--- src/hw/rtl/pva_pkg.sv ---
`default_nettype none

package pva_pkg;

	// Fixed field and accumulator widths
	localparam int WSUM_W  = 64;
	localparam int VSUM_W  = 48;
	localparam int VOL_W   = 32;
	localparam int TIME_W  = 17;
	localparam int WDAY_W  = 3;
	localparam int MONTH_W = 4;
	localparam int MDAY_W  = 5;
	localparam int VWAP_W  = 32;

	// Reset values of configuration and previous-bar state
	localparam logic [TIME_W-1:0]  SESSION_CLOSE_RST = 17'd64800;
	localparam logic [MONTH_W-1:0] MONTH_RST         = 4'd1;

	// Front-to-back queue
	localparam int QDEPTH = 2;
	localparam int QPTR_W = $clog2(QDEPTH);
	localparam int QCNT_W = $clog2(QDEPTH + 1);

	// One classified bar, as the back end consumes it
	typedef struct packed {
		logic              first;
		logic              tod_hit;
		logic              month_change;
		logic              week_drop;
		logic              first_week_part;
		logic              first_month_part;
		logic [WSUM_W-1:0] weight;
		logic [VOL_W-1:0]  volume;
	} item_t;

	typedef enum logic [2:0] {
		BK_IDLE,
		BK_ADD,
		BK_DECIDE,
		BK_SEL,
		BK_DIV,
		BK_FINISH
	} back_state_t;

	typedef enum logic [1:0] {
		PER_DAY,
		PER_WEEK,
		PER_MONTH
	} period_t;

	// Last calendar day of each month; no month end outside 1..12
	function automatic logic is_month_end(input logic [MONTH_W-1:0] month,
			input logic [MDAY_W-1:0] mday);
		logic [MDAY_W-1:0] last_day;
		logic              known;
		known = 1'b1;
		case (month)
			4'd1:    last_day = 5'd31;
			4'd2:    last_day = 5'd28;
			4'd3:    last_day = 5'd31;
			4'd4:    last_day = 5'd30;
			4'd5:    last_day = 5'd31;
			4'd6:    last_day = 5'd30;
			4'd7:    last_day = 5'd31;
			4'd8:    last_day = 5'd31;
			4'd9:    last_day = 5'd30;
			4'd10:   last_day = 5'd31;
			4'd11:   last_day = 5'd30;
			4'd12:   last_day = 5'd31;
			default: begin
				last_day = 5'd0;
				known    = 1'b0;
			end
		endcase
		return known && (mday == last_day);
	endfunction

	// Saturating accumulate of a weighted sum
	function automatic logic [WSUM_W-1:0] sat_add_w(input logic [WSUM_W-1:0] a,
			input logic [WSUM_W-1:0] b);
		logic [WSUM_W:0] s;
		s = {1'b0, a} + {1'b0, b};
		return s[WSUM_W] ? {WSUM_W{1'b1}} : s[WSUM_W-1:0];
	endfunction

	// Saturating accumulate of a volume sum
	function automatic logic [VSUM_W-1:0] sat_add_v(input logic [VSUM_W-1:0] a,
			input logic [VOL_W-1:0] b);
		logic [VSUM_W:0] s;
		s = {1'b0, a} + (VSUM_W + 1)'(b);
		return s[VSUM_W] ? {VSUM_W{1'b1}} : s[VSUM_W-1:0];
	endfunction

endpackage

`default_nettype wire

--- src/hw/rtl/pva_front.sv ---
`default_nettype none

module pva_front import pva_pkg::*; #(
	parameter int PRICE_BITS = 24
) (
	input  logic                  clk,
	input  logic                  arst_n,
	input  logic                  in_valid,
	output logic                  in_stall,
	input  logic [PRICE_BITS-1:0] bar_high,
	input  logic [PRICE_BITS-1:0] bar_low,
	input  logic [VOL_W-1:0]      bar_volume,
	input  logic [TIME_W-1:0]     time_of_day,
	input  logic [WDAY_W-1:0]     day_of_week,
	input  logic [MONTH_W-1:0]    month_number,
	input  logic [MDAY_W-1:0]     day_of_month,
	input  logic                  first_bar,
	input  logic                  no_settlement,
	input  logic [TIME_W-1:0]     close_time,
	output logic                  q_push,
	output item_t                 q_item,
	input  logic                  q_full
);

	localparam int HL_W   = PRICE_BITS + 1;
	localparam int PROD_W = HL_W + VOL_W;

	logic [PRICE_BITS-1:0] prev_high_q;
	logic [PRICE_BITS-1:0] prev_low_q;
	logic [VOL_W-1:0]      prev_vol_q;
	logic [TIME_W-1:0]     prev_time_q;
	logic [WDAY_W-1:0]     prev_wday_q;
	logic [MONTH_W-1:0]    prev_month_q;

	logic                  valid_s1;
	logic                  first_s1;
	logic                  tod_hit_s1;
	logic                  mchg_s1;
	logic                  wdrop_s1;
	logic                  fwp_s1;
	logic                  fmp_s1;
	logic [HL_W-1:0]       hl_s1;
	logic [VOL_W-1:0]      vol_s1;

	logic                  accept;
	logic                  month_end;
	logic [PROD_W-1:0]     prod;
	logic [WSUM_W-1:0]     weight;

	// Handshake: stage one drains into the queue
	assign q_push   = valid_s1 && !q_full;
	assign in_stall = valid_s1 && q_full;
	assign accept   = in_valid && !in_stall;

	assign month_end = is_month_end(month_number, day_of_month);

	// Track stage one occupancy
	always_ff @(posedge clk or negedge arst_n) begin
		if (!arst_n) begin
			valid_s1 <= 1'b0;
		end else begin
			valid_s1 <= accept || (valid_s1 && !q_push);
		end
	end

	// Hold the previous bar for the next classification
	always_ff @(posedge clk or negedge arst_n) begin
		if (!arst_n) begin
			prev_high_q  <= '0;
			prev_low_q   <= '0;
			prev_vol_q   <= '0;
			prev_time_q  <= '0;
			prev_wday_q  <= '0;
			prev_month_q <= MONTH_RST;
		end else if (accept) begin
			prev_high_q  <= bar_high;
			prev_low_q   <= bar_low;
			prev_vol_q   <= bar_volume;
			prev_time_q  <= time_of_day;
			prev_wday_q  <= day_of_week;
			prev_month_q <= month_number;
		end
	end

	// Classify the bar against the previous one
	always_ff @(posedge clk) begin
		if (accept) begin
			first_s1   <= first_bar;
			tod_hit_s1 <= (time_of_day == close_time) && (prev_time_q != close_time) &&
				!no_settlement;
			mchg_s1    <= month_end || (month_number != prev_month_q);
			wdrop_s1   <= day_of_week < prev_wday_q;
			fwp_s1     <= day_of_week != '0;
			fmp_s1     <= !month_end;
			hl_s1      <= HL_W'(prev_high_q) + HL_W'(prev_low_q);
			vol_s1     <= prev_vol_q;
		end
	end

	// Weight of the previous bar, saturated to the accumulator width
	assign prod = PROD_W'(hl_s1) * PROD_W'(vol_s1);

	if (PROD_W > WSUM_W) begin : g_sat
		assign weight = (|prod[PROD_W-1:WSUM_W]) ? {WSUM_W{1'b1}} : prod[WSUM_W-1:0];
	end else begin : g_ext
		assign weight = WSUM_W'(prod);
	end

	always_comb begin
		q_item.first            = first_s1;
		q_item.tod_hit          = tod_hit_s1;
		q_item.month_change     = mchg_s1;
		q_item.week_drop        = wdrop_s1;
		q_item.first_week_part  = fwp_s1;
		q_item.first_month_part = fmp_s1;
		q_item.weight           = weight;
		q_item.volume           = vol_s1;
	end

endmodule

`default_nettype wire

--- src/hw/rtl/pva_queue.sv ---
`default_nettype none

module pva_queue import pva_pkg::*; (
	input  logic  clk,
	input  logic  arst_n,
	input  logic  push,
	input  item_t push_item,
	output logic  full,
	input  logic  pop,
	output item_t pop_item,
	output logic  empty
);

	item_t             mem_q [QDEPTH];
	logic [QPTR_W-1:0] wr_ptr_q;
	logic [QPTR_W-1:0] rd_ptr_q;
	logic [QCNT_W-1:0] cnt_q;

	assign full     = cnt_q == QCNT_W'(QDEPTH);
	assign empty    = cnt_q == '0;
	assign pop_item = mem_q[rd_ptr_q];

	// Advance pointers and fill count
	always_ff @(posedge clk or negedge arst_n) begin
		if (!arst_n) begin
			wr_ptr_q <= '0;
			rd_ptr_q <= '0;
			cnt_q    <= '0;
		end else begin
			if (push) begin
				wr_ptr_q <= wr_ptr_q + 1'b1;
			end
			if (pop) begin
				rd_ptr_q <= rd_ptr_q + 1'b1;
			end
			if (push && !pop) begin
				cnt_q <= cnt_q + 1'b1;
			end else if (pop && !push) begin
				cnt_q <= cnt_q - 1'b1;
			end
		end
	end

	// Store entries
	always_ff @(posedge clk) begin
		if (push) begin
			mem_q[wr_ptr_q] <= push_item;
		end
	end

endmodule

`default_nettype wire

--- src/hw/rtl/pva_div.sv ---
`default_nettype none

module pva_div import pva_pkg::*; #(
	parameter int FRACTION_BITS = 8
) (
	input  logic              clk,
	input  logic              arst_n,
	input  logic              start,
	input  logic [WSUM_W-1:0] dividend,
	input  logic [VSUM_W-1:0] volume,
	output logic              done,
	output logic [VWAP_W-1:0] quot
);

	localparam int NUM_W = WSUM_W + FRACTION_BITS;
	localparam int DEN_W = VSUM_W + 1;
	localparam int CNT_W = $clog2(NUM_W + 1);

	logic [NUM_W-1:0]  num_q;
	logic [DEN_W-1:0]  den_q;
	logic [DEN_W-1:0]  rem_q;
	logic [VWAP_W-1:0] qlo_q;
	logic              ovf_q;
	logic [CNT_W-1:0]  cnt_q;
	logic              busy_q;
	logic              done_q;

	logic [DEN_W:0]    rem_sh;
	logic [DEN_W+1:0]  diff;
	logic              ge;
	logic [DEN_W-1:0]  rem_next;

	// One restoring step: shift in a dividend bit, subtract when it fits
	assign rem_sh   = {rem_q, num_q[NUM_W-1]};
	assign diff     = {1'b0, rem_sh} - {2'b00, den_q};
	assign ge       = !diff[DEN_W+1];
	assign rem_next = ge ? diff[DEN_W-1:0] : rem_sh[DEN_W-1:0];

	// Quotient above the 32-bit range saturates
	assign quot = ovf_q ? {VWAP_W{1'b1}} : qlo_q;
	assign done = done_q;

	// Sequence the iterations
	always_ff @(posedge clk or negedge arst_n) begin
		if (!arst_n) begin
			busy_q <= 1'b0;
			done_q <= 1'b0;
			cnt_q  <= '0;
		end else begin
			done_q <= busy_q && (cnt_q == CNT_W'(1));
			if (start) begin
				busy_q <= 1'b1;
				cnt_q  <= CNT_W'(NUM_W);
			end else if (busy_q) begin
				cnt_q <= cnt_q - 1'b1;
				if (cnt_q == CNT_W'(1)) begin
					busy_q <= 1'b0;
				end
			end
		end
	end

	// Load operands, then shift one quotient bit per cycle
	always_ff @(posedge clk) begin
		if (start) begin
			num_q <= NUM_W'(dividend) << FRACTION_BITS;
			den_q <= {volume, 1'b0};
			rem_q <= '0;
			qlo_q <= '0;
			ovf_q <= 1'b0;
		end else if (busy_q) begin
			num_q <= num_q << 1;
			rem_q <= rem_next;
			qlo_q <= {qlo_q[VWAP_W-2:0], ge};
			ovf_q <= ovf_q | qlo_q[VWAP_W-1];
		end
	end

endmodule

`default_nettype wire

--- src/hw/rtl/pva_back.sv ---
`default_nettype none

module pva_back import pva_pkg::*; #(
	parameter int FRACTION_BITS = 8
) (
	input  logic              clk,
	input  logic              arst_n,
	input  logic              q_empty,
	input  item_t             q_item,
	output logic              q_pop,
	output logic              out_valid,
	input  logic              out_stall,
	output logic [VWAP_W-1:0] vwap_day,
	output logic [VWAP_W-1:0] vwap_week,
	output logic [VWAP_W-1:0] vwap_month,
	output logic              day_closed,
	output logic              week_closed,
	output logic              month_closed
);

	back_state_t       state_q;
	back_state_t       state_nx;
	item_t             e_q;

	logic [WSUM_W-1:0] dws_q, wws_q, mws_q;
	logic [VSUM_W-1:0] dvs_q, wvs_q, mvs_q;
	logic              wpart_q, mpart_q;
	logic [VWAP_W-1:0] held_day_q, held_week_q, held_month_q;
	logic              dclose_q, wclose_q, mclose_q;
	logic              pend_day_q, pend_week_q, pend_month_q;
	period_t           tgt_q;

	logic              out_valid_q;
	logic [VWAP_W-1:0] out_day_q, out_week_q, out_month_q;
	logic              out_dc_q, out_wc_q, out_mc_q;

	logic              slot_free;
	logic              any_pend;
	logic              div_start;
	logic              load_out;
	period_t           sel_per;
	logic [WSUM_W-1:0] div_num;
	logic [VSUM_W-1:0] div_vol;
	logic              div_done;
	logic [VWAP_W-1:0] div_quot;

	logic              dclose, wclose, mclose, wdiv, mdiv;

	// Shared serial divider for all three periods
	pva_div #(
		.FRACTION_BITS(FRACTION_BITS)
	) u_div (
		.clk     (clk),
		.arst_n  (arst_n),
		.start   (div_start),
		.dividend(div_num),
		.volume  (div_vol),
		.done    (div_done),
		.quot    (div_quot)
	);

	assign slot_free = !out_valid_q || !out_stall;
	assign any_pend  = pend_day_q || pend_week_q || pend_month_q;

	// Close decisions on the freshly accumulated sums
	assign dclose = e_q.tod_hit && (dvs_q != '0);
	assign mclose = dclose && e_q.month_change;
	assign wclose = e_q.week_drop && ((wvs_q != '0) || wpart_q);
	assign wdiv   = wclose && !wpart_q && (wvs_q != '0);
	assign mdiv   = mclose && !mpart_q && (mvs_q != '0);

	// Next state
	always_comb begin
		state_nx = state_q;
		case (state_q)
			BK_IDLE: begin
				if (!q_empty) begin
					state_nx = BK_ADD;
				end
			end
			BK_ADD: begin
				state_nx = e_q.first ? BK_FINISH : BK_DECIDE;
			end
			BK_DECIDE: begin
				state_nx = BK_SEL;
			end
			BK_SEL: begin
				state_nx = any_pend ? BK_DIV : BK_FINISH;
			end
			BK_DIV: begin
				if (div_done) begin
					state_nx = BK_SEL;
				end
			end
			BK_FINISH: begin
				if (slot_free) begin
					state_nx = BK_IDLE;
				end
			end
			default: begin
				state_nx = BK_IDLE;
			end
		endcase
	end

	// State outputs
	always_comb begin
		q_pop     = 1'b0;
		div_start = 1'b0;
		load_out  = 1'b0;
		case (state_q)
			BK_IDLE:   q_pop     = !q_empty;
			BK_SEL:    div_start = any_pend;
			BK_FINISH: load_out  = slot_free;
			default: begin
			end
		endcase
	end

	// Pick the next pending division, day first
	always_comb begin
		if (pend_day_q) begin
			sel_per = PER_DAY;
		end else if (pend_week_q) begin
			sel_per = PER_WEEK;
		end else begin
			sel_per = PER_MONTH;
		end
		case (sel_per)
			PER_DAY: begin
				div_num = dws_q;
				div_vol = dvs_q;
			end
			PER_WEEK: begin
				div_num = wws_q;
				div_vol = wvs_q;
			end
			default: begin
				div_num = mws_q;
				div_vol = mvs_q;
			end
		endcase
	end

	always_ff @(posedge clk or negedge arst_n) begin
		if (!arst_n) begin
			state_q <= BK_IDLE;
		end else begin
			state_q <= state_nx;
		end
	end

	// Latch the popped item
	always_ff @(posedge clk) begin
		if (q_pop) begin
			e_q <= q_item;
		end
	end

	// Period sums, partial flags and held values
	always_ff @(posedge clk or negedge arst_n) begin
		if (!arst_n) begin
			dws_q        <= '0;
			wws_q        <= '0;
			mws_q        <= '0;
			dvs_q        <= '0;
			wvs_q        <= '0;
			mvs_q        <= '0;
			wpart_q      <= 1'b1;
			mpart_q      <= 1'b1;
			held_day_q   <= '0;
			held_week_q  <= '0;
			held_month_q <= '0;
			dclose_q     <= 1'b0;
			wclose_q     <= 1'b0;
			mclose_q     <= 1'b0;
			pend_day_q   <= 1'b0;
			pend_week_q  <= 1'b0;
			pend_month_q <= 1'b0;
			tgt_q        <= PER_DAY;
		end else begin
			case (state_q)
				BK_ADD: begin
					dclose_q <= 1'b0;
					wclose_q <= 1'b0;
					mclose_q <= 1'b0;
					if (e_q.first) begin
						dws_q        <= '0;
						wws_q        <= '0;
						mws_q        <= '0;
						dvs_q        <= '0;
						wvs_q        <= '0;
						mvs_q        <= '0;
						wpart_q      <= e_q.first_week_part;
						mpart_q      <= e_q.first_month_part;
						held_day_q   <= '0;
						held_week_q  <= '0;
						held_month_q <= '0;
					end else begin
						dws_q <= sat_add_w(dws_q, e_q.weight);
						wws_q <= sat_add_w(wws_q, e_q.weight);
						mws_q <= sat_add_w(mws_q, e_q.weight);
						dvs_q <= sat_add_v(dvs_q, e_q.volume);
						wvs_q <= sat_add_v(wvs_q, e_q.volume);
						mvs_q <= sat_add_v(mvs_q, e_q.volume);
					end
				end
				BK_DECIDE: begin
					dclose_q     <= dclose;
					wclose_q     <= wclose;
					mclose_q     <= mclose;
					pend_day_q   <= dclose;
					pend_week_q  <= wdiv;
					pend_month_q <= mdiv;
					// Closes that publish zero need no divide
					if (wclose && !wdiv) begin
						held_week_q <= '0;
						wws_q       <= '0;
						wvs_q       <= '0;
						wpart_q     <= 1'b0;
					end
					if (mclose && !mdiv) begin
						held_month_q <= '0;
						mws_q        <= '0;
						mvs_q        <= '0;
						mpart_q      <= 1'b0;
					end
				end
				BK_SEL: begin
					if (div_start) begin
						tgt_q <= sel_per;
						case (sel_per)
							PER_DAY: begin
								dws_q      <= '0;
								dvs_q      <= '0;
								pend_day_q <= 1'b0;
							end
							PER_WEEK: begin
								wws_q       <= '0;
								wvs_q       <= '0;
								wpart_q     <= 1'b0;
								pend_week_q <= 1'b0;
							end
							default: begin
								mws_q        <= '0;
								mvs_q        <= '0;
								mpart_q      <= 1'b0;
								pend_month_q <= 1'b0;
							end
						endcase
					end
				end
				BK_DIV: begin
					if (div_done) begin
						case (tgt_q)
							PER_DAY:  held_day_q   <= div_quot;
							PER_WEEK: held_week_q  <= div_quot;
							default:  held_month_q <= div_quot;
						endcase
					end
				end
				default: begin
				end
			endcase
		end
	end

	// Result register: hold while stalled
	always_ff @(posedge clk or negedge arst_n) begin
		if (!arst_n) begin
			out_valid_q <= 1'b0;
		end else if (load_out) begin
			out_valid_q <= 1'b1;
		end else if (!out_stall) begin
			out_valid_q <= 1'b0;
		end
	end

	always_ff @(posedge clk) begin
		if (load_out) begin
			out_day_q   <= held_day_q;
			out_week_q  <= held_week_q;
			out_month_q <= held_month_q;
			out_dc_q    <= dclose_q;
			out_wc_q    <= wclose_q;
			out_mc_q    <= mclose_q;
		end
	end

	assign out_valid    = out_valid_q;
	assign vwap_day     = out_day_q;
	assign vwap_week    = out_week_q;
	assign vwap_month   = out_month_q;
	assign day_closed   = out_dc_q;
	assign week_closed  = out_wc_q;
	assign month_closed = out_mc_q;

endmodule

`default_nettype wire

--- src/hw/rtl/period_vwap_accumulator_unit.sv ---
// channel  direction  handshake              payload
// in       input      in_valid / in_stall    bar_high .. no_settlement
// out      output     out_valid / out_stall  vwap_day .. month_closed
// cfg      input      cfg_valid / cfg_ready  session_close_seconds
//
// The back end walks a bar with no divide through idle, add, decide, select and
// finish, and a first bar through idle, add and finish. Each published VWAP with
// nonzero volume adds a pass through the shared one-bit-per-cycle restoring divider.
// Reset clears all sums and held values and loads a close time of 64800 s.
// The front takes a bar into its stage while the back works; in_stall rises
// only when that stage and the two-entry queue are full. out_stall holds the result.
`default_nettype none

module period_vwap_accumulator_unit import pva_pkg::*; #(
	parameter int PRICE_BITS    = 24,
	parameter int FRACTION_BITS = 8
) (
	input  logic                  clk,
	input  logic                  arst_n,
	input  logic                  in_valid,
	output logic                  in_stall,
	input  logic [PRICE_BITS-1:0] bar_high,
	input  logic [PRICE_BITS-1:0] bar_low,
	input  logic [VOL_W-1:0]      bar_volume,
	input  logic [TIME_W-1:0]     time_of_day,
	input  logic [WDAY_W-1:0]     day_of_week,
	input  logic [MONTH_W-1:0]    month_number,
	input  logic [MDAY_W-1:0]     day_of_month,
	input  logic                  first_bar,
	input  logic                  no_settlement,
	output logic                  out_valid,
	input  logic                  out_stall,
	output logic [VWAP_W-1:0]     vwap_day,
	output logic [VWAP_W-1:0]     vwap_week,
	output logic [VWAP_W-1:0]     vwap_month,
	output logic                  day_closed,
	output logic                  week_closed,
	output logic                  month_closed,
	input  logic                  cfg_valid,
	output logic                  cfg_ready,
	input  logic [TIME_W-1:0]     session_close_seconds
);

	logic [TIME_W-1:0] close_time_q;
	logic              q_push;
	logic              q_full;
	logic              q_pop;
	logic              q_empty;
	item_t             push_item;
	item_t             pop_item;

	// Session close register
	assign cfg_ready = 1'b1;

	always_ff @(posedge clk or negedge arst_n) begin
		if (!arst_n) begin
			close_time_q <= SESSION_CLOSE_RST;
		end else if (cfg_valid && cfg_ready) begin
			close_time_q <= session_close_seconds;
		end
	end

	pva_front #(
		.PRICE_BITS(PRICE_BITS)
	) u_front (
		.clk          (clk),
		.arst_n       (arst_n),
		.in_valid     (in_valid),
		.in_stall     (in_stall),
		.bar_high     (bar_high),
		.bar_low      (bar_low),
		.bar_volume   (bar_volume),
		.time_of_day  (time_of_day),
		.day_of_week  (day_of_week),
		.month_number (month_number),
		.day_of_month (day_of_month),
		.first_bar    (first_bar),
		.no_settlement(no_settlement),
		.close_time   (close_time_q),
		.q_push       (q_push),
		.q_item       (push_item),
		.q_full       (q_full)
	);

	pva_queue u_queue (
		.clk      (clk),
		.arst_n   (arst_n),
		.push     (q_push),
		.push_item(push_item),
		.full     (q_full),
		.pop      (q_pop),
		.pop_item (pop_item),
		.empty    (q_empty)
	);

	pva_back #(
		.FRACTION_BITS(FRACTION_BITS)
	) u_back (
		.clk         (clk),
		.arst_n      (arst_n),
		.q_empty     (q_empty),
		.q_item      (pop_item),
		.q_pop       (q_pop),
		.out_valid   (out_valid),
		.out_stall   (out_stall),
		.vwap_day    (vwap_day),
		.vwap_week   (vwap_week),
		.vwap_month  (vwap_month),
		.day_closed  (day_closed),
		.week_closed (week_closed),
		.month_closed(month_closed)
	);

endmodule

`default_nettype wire

--- config.mk ---
export PLATFORM = sky130hd
export DESIGN_NAME = period_vwap_accumulator_unit
export DESIGN_NICKNAME = d
export VERILOG_FILES = /design/src/hw/rtl/pva_pkg.sv /design/src/hw/rtl/pva_front.sv /design/src/hw/rtl/pva_queue.sv /design/src/hw/rtl/pva_div.sv /design/src/hw/rtl/pva_back.sv /design/src/hw/rtl/period_vwap_accumulator_unit.sv
export SDC_FILE = /design/constraint.sdc
export NUM_CORES = 2
export LEC_CHECK = 0
export BUFFER_PORTS_ARGS = -buffer_cell sky130_fd_sc_hd__buf_2
export CORE_AREA = 3 3 380 382
export CTS_CLUSTER_SIZE = 10
export DETAILED_ROUTE_END_ITERATION = 7
export DIE_AREA = 0 0 383 385
export PLACE_DENSITY = 0.85
export SLEW_MARGIN = 20
export SYNTH_ARGS = -nofsm -noshare
export SYNTH_HDL_FRONTEND = slang
export SYNTH_SLANG_ARGS = --single-unit
--- constraint.sdc ---
create_clock -name clk -period 8.5 [get_ports clk]
set_clock_uncertainty 0.1 [all_clocks]
set_input_delay 0.85 -clock clk [delete_from_list [all_inputs] [get_ports clk]]
set_output_delay 0.85 -clock clk [all_outputs]
set_load 0.1 [all_outputs]
# After elaboration in Yosys (flattened, before gate mapping)
# Memory sizes are Yosys's and may differ from the RTL's. A register that Yosys moved wholly into a read port is not among the register bits.
# Cells that the tools add are included.
dict set report classes {
  eq_ne 39
  muxes 94
  order_cmp 1
  n_div 0
  shift 0
  n_bitwise 1
  add_sub_neg 13
  reduce_logical 73
  mul 1
}
# cell n
set ops {}
lappend ops {{2-to-1 mux 64 bit} 14}
lappend ops {{2-to-1 mux 48 bit} 14}
lappend ops {{one-hot mux 64 bit (3 select lines)} 2}
lappend ops {{2-to-1 mux 32 bit} 10}
lappend ops {{one-hot mux 48 bit (3 select lines)} 2}
lappend ops {{one-hot mux 64 bit (2 select lines)} 2}
lappend ops {{adder 64 x 64 -> 65 bit} 3}
lappend ops {{one-hot mux 32 bit (3 select lines)} 2}
lappend ops {{one-hot mux 48 bit (2 select lines)} 2}
lappend ops {{adder 48 x 32 -> 49 bit} 3}
lappend ops {{2-to-1 mux 72 bit} 2}
lappend ops {{nonzero test 48 bit} 3}
lappend ops {{one-hot mux 32 bit (2 select lines)} 1}
lappend ops {{multiplier 25 x 32 -> 57 bit} 1}
lappend ops {{subtractor 50 x 49 -> 51 bit} 1}
lappend ops {{2-to-1 mux 49 bit} 1}
lappend ops {{adder 24 x 24 -> 25 bit} 1}
lappend ops {{2-to-1 mux 1 bit} 22}
lappend ops {{== test 4 bit, second input constant} 5}
lappend ops {{inequality test 2 x 1 -> 1 bit, second input constant} 10}
lappend ops {{AND reduction 5 bit} 4}
lappend ops {{logical AND 1 bit} 19}
lappend ops {{one-hot mux 3 bit (6 select lines)} 1}
lappend ops {{== test 17 bit} 1}
lappend ops {{38 further kinds} 96}
dict set report word_totals {
  n_memories 1
  ramBits 190
  reg_bits 1001
  rom_bits 0
  output_inout_bits 102
  latch_bits 0
  word_cells 277
}
# memory words width read_ports rd_ports_with_merged_regs write_ports line
set memory_table {}
lappend memory_table {u_queue.mem_q 2 95 1 1 1 pva_queue.sv:14} ;# item_t mem_q [QDEPTH];

# Depth between registers and ports, before layout
dict set report logic_depth {
  depth_word 9
  mapped_depth 29
  ltp_nobuf 28
}

# Hierarchy
# A second synthesis with hierarchy kept.
dict set report unflattened {
  cells_unflattened 9885
  area_unflattened_um2 95495.3
}
# mod instances cells_each seq_area_each_um2 area_each_um2
set by_module_without_submodules {}
lappend by_module_without_submodules {pva_back 1 4959 17199.0 42924.9}
lappend by_module_without_submodules {pva_front 1 3451 4520.6 33239.4}
lappend by_module_without_submodules {pva_div 1 1104 5230.0 11061.9}
lappend by_module_without_submodules {pva_queue 1 333 6226.0 7562.3}
lappend by_module_without_submodules {period_vwap_accumulator_unit 1 38 435.4 706.9}

# Worst setup path before layout
# Ideal clock, no wire load.
dict set report synth_path {
  path_kind {register to register}
  from {register u_front.vol_s1[14]}
  to {memory u_queue.mem_q[0][88] (netlist bit) (data pin)}
  setup_slack_ps 958
  t_arrival_ps 7178
  setup_time_ps 264
  stages_incl_launch_ff 28
  path_buffers 1
  path_cell_list {edfxtp_1 -> clkbuf_1 -> nand2_1 -> fa_1 -> inv_1 -> fa_1 -> inv_1 -> fa_1 -> fa_1 -> inv_1 -> fa_1 -> fa_1 -> inv_1 -> fa_1 -> inv_1 -> ha_1 -> a21o_1 -> a21o_1 -> a221oi_1 -> o21ai_0 -> a311oi_1 -> nor3b_1 -> or4_1 -> nand2_1 -> o21ai_1 -> a221o_1 -> a21oi_1 -> xnor2_1}
}
# element line
set synth_rtl {}
lappend synth_rtl {{start: declaration} pva_front.sv:43} ;# logic [VOL_W-1:0] vol_s1;
lappend synth_rtl {{start signal: assignment} pva_front.sv:96} ;# vol_s1 <= prev_vol_q;
lappend synth_rtl {{end: declaration} pva_queue.sv:14}

==> impl_metrics.toml <==
[outcome]
status = "finished, final reports clean"

[global_route]
grt-ovfl-total = 0
grt_pass1_wl_um = 394000
grt_pass1_vias = 72900
grt_usage_pct = 33.5
grt_max_degree = 192
antenna_found_initial = 12

[floorplan]
fp-row-count = 138
io_pins = 235
start_util_pct = 64.7
design.core.area_sq_mm = 0.141
die_width_um = 383
die-area_sq_mm = 0.147
die_h_um = 385

[place]
globalplace.congestion = 0.985
detailed_place.area_sq_mm = 0.0945
post-dp-hpwl_um = 183000
numPortBuffers = 233

[drt]
drt_iter0_drc = 7368
drtPass1Iterations = 7
via_per_inst = 6.28
antenna_left = 0
totalWireLength_um = 251000
vias = 72300
drc = 0
wire_per_inst_um = 21.8

[timing]
post-route-period-util_pct = 98.1
clock.fmax_mhz = 120
setup_tns_ns = 0
slew_headroom_pct = 17.5
fin_crit_ns = 8.34
setup_viol = 0
hold_viol = 0
drv_slew = 0
worst_slew_pin_slew_ns = 1.24

[cts]
holdBufCountCts = 0
clk_pin_slew_ns = 0.06
cts_tree = "done"
htreeDepth = 4
clk_latency_ns = 0.81
numCtsBuffers = 147
clockBufferDepth = 3
cts.sinks = 1222
root_buffer = "clkbuf_16"

[worst_setup_path]
cp_common_cell = "fa_1"
crit_required_ns = 8.89
cpPeakStageDelay_ns = 0.58
rrSetupSlack_ns = 0.16
crit_slowest_cell = "or4_1"
cp-start-kind = "flop"
cp-end-kind = "flop"
critPathArrivalTime_ns = 8.73
crit_path_max_fanout = 32
worstSetupPathType = "reg2reg"

[finish]
stdcell_area_sq_mm = 0.0998
syn_to_final_growth_pct = 9.01
nNetsFinal = 10900
drive_gt1_share_pct = 9.33
fillCellCount = 9829

[yosys]
synth_cell_types = 91
synth_ff_type = "dfrtp_1"
ys_ff_latch = 1222
ys_seq_area_share_pct = 36.0
ys_async_sr_fraction_pct = 47.5
yosysWarnings = 0
synth_edf_count = 559
synth_cells = 9410
synth_nets = 10800
syn_avg_cell_area_sq_um = 9.73
synthesis.area_sq_mm = 0.0916

[flow_run]
cap_violations = 0

[min_path]
min_path_type = "in2async"
-- layout make-up --
class / instances / area [sq um] / share of cell area, %
inverter: 920 / 3460 / 3.47
tap: 1890 / 2360 / 2.37
clock inverter: 26 / 497 / 0.498
clock buffer: 239 / 4160 / 4.16
timing repair buffer: 418 / 2840 / 2.85
sequential: 1222 / 33000 / 33.1
antenna: 5 / 12.5 / 0.0125
multi-input combinational: 6795 / 53500 / 53.6
-- sequential cells by signal, summed over array words and instances (netlist names), 48 cells and up --
| signal | cells |
|---|---|
| u_back.wvs_q | 48 |
| u_back.wws_q | 64 |
| u_queue.mem_q | 190 |
| u_back.dvs_q | 48 |
| u_back.dws_q | 64 |
| u_back.u_div.num_q | 64 |
| u_back.u_div.den_q | 48 |
| u_back.mvs_q | 48 |
| u_back.e_q | 95 |
| u_back.u_div.rem_q | 49 |
| u_back.mws_q | 64 |
-- worst paths after layout --
kind	startpoint	end	cells after the start
max	u_front.hl_s1[4]	u_queue.mem_q[1][86]	29
min reg2reg	u_front.prev_vol_q[23]	u_front.vol_s1[23]	0
max reg2reg	u_front.hl_s1[4]	u_queue.mem_q[1][86]	29
min in group clk	first_bar	u_front.first_s1	1
max in group asynchronous	arst_n	u_back.u_div.busy_q	2
min	arst_n	u_back.wws_q[33]	1
-- metrics by stage --
stage               util (%)  hold slack [ns]  cells  setup WS [ns]
finish                  70.6           0.0421  11500          0.159
global route            70.6           0.0830  11500        -0.0205
CTS                     70.1           0.0593  11500         0.0799
detailed placement      66.8            0.328  11200          0.218
global placement        66.8            0.321  11200          0.359
floorplan                  -            0.319   9410          0.958
-- cells in the mapped netlist, drive strengths merged (29+ instances only) --
cell type / n / area share, %
nor2: 351 / 1.4
inv: 917 / 3.8
o21a: 58 / 0.48
or3: 29 / 0.20
a221o: 59 / 0.65
nand2: 1339 / 5.5
edfxtp: 559 / 18
a31oi: 68 / 0.46
xnor2: 249 / 2.4
clkbuf: 439 / 1.8
dfxtp: 82 / 1.8
o21bai: 51 / 0.42
nand4: 87 / 0.59
nor3: 65 / 0.36
nand3: 121 / 0.66
mux2: 214 / 2.6
mux2i: 133 / 1.5
buf: 34 / 0.16
nor4: 61 / 0.42
dfrtp: 570 / 16
and2: 456 / 3.1
a21o: 260 / 2.1
ha: 536 / 7.3
o21ai: 762 / 4.2
xor2: 152 / 1.5
o211ai: 32 / 0.26
and3: 73 / 0.50
fa: 695 / 15
nand2b: 46 / 0.31
nor2b: 54 / 0.37
a21oi: 528 / 2.9
-- cells by family (layout without fill, tap and decap cells) --
family | count (synthesis) | in the layout | share of synthesized area, %
DFF | 1222 | 1222 | 36.0
muxes | 347 | 347 | 4.09
and+or+nand+nor | 2747 | 2747 | 14.0
buffers and inverters | 1393 | 1603 | 5.74
xor gates and xnor gates | 401 | 401 | 3.84
AOI/OAI and AO/OA | 2068 | 2068 | 13.8
adders and majority gates | 1231 | 1231 | 22.5
other | 1 | 6 | 0.00410
-- cell usage in the layout (no fill, tap or decap), drive strengths merged, types with 27 or more instances in the layout --
| master | count |
|---|---|
| nand2 | 1339 |
| inv | 920 |
| o21ai | 762 |
| fa | 695 |
| dfrtp | 570 |
| edfxtp | 559 |
| ha | 536 |
| a21oi | 528 |
| and2 | 456 |
| buf | 417 |
| nor2 | 351 |
| a21o | 260 |
| xnor2 | 249 |
| clkbuf | 240 |
| mux2 | 214 |
| xor2 | 152 |
| mux2i | 133 |
| nand3 | 121 |
| nand4 | 87 |
| dfxtp | 82 |
| and3 | 73 |
| a31oi | 68 |
| nor3 | 65 |
| nor4 | 61 |
| a221o | 59 |
| o21a | 58 |
| nor2b | 54 |
| o21bai | 51 |
| nand2b | 46 |
| o211ai | 32 |
| or3 | 29 |
| a211oi | 27 |
-- routing by layer --
layer | GRT usage, % | part of all wire [%] | vias up
met5 | 0 | 0.036 | -
met4 | 14.7 | 5.1 | 14
met3 | 5.45 | 8.4 | 830
met2 | 56.9 | 48 | 3941
met1 | 42.5 | 38 | 35300
li1 | - | - | 32200
-- repair_timing --
item,in CTS,in global routing
resized for setup,0,5
setup endpoints to repair,0,28
buffers inserted,0,55
endpoints found under the hold margin,0,0
-- worst max-delay path, delay by kind of cell, from the launching register on --
kind,cells,cell delay [ns]
buffers and inverters,8,0.91
XOR/XNOR,1,0.12
AND/OR/NAND/NOR,4,0.89
adder cells (fa/ha/maj),8,3.89
AO/OA/AOI/OAI,8,1.63
flip-flops,1,0.44
Power is not shown: default switching activity piles up to over one toggle a cycle in this logic, so the estimate is an artifact.
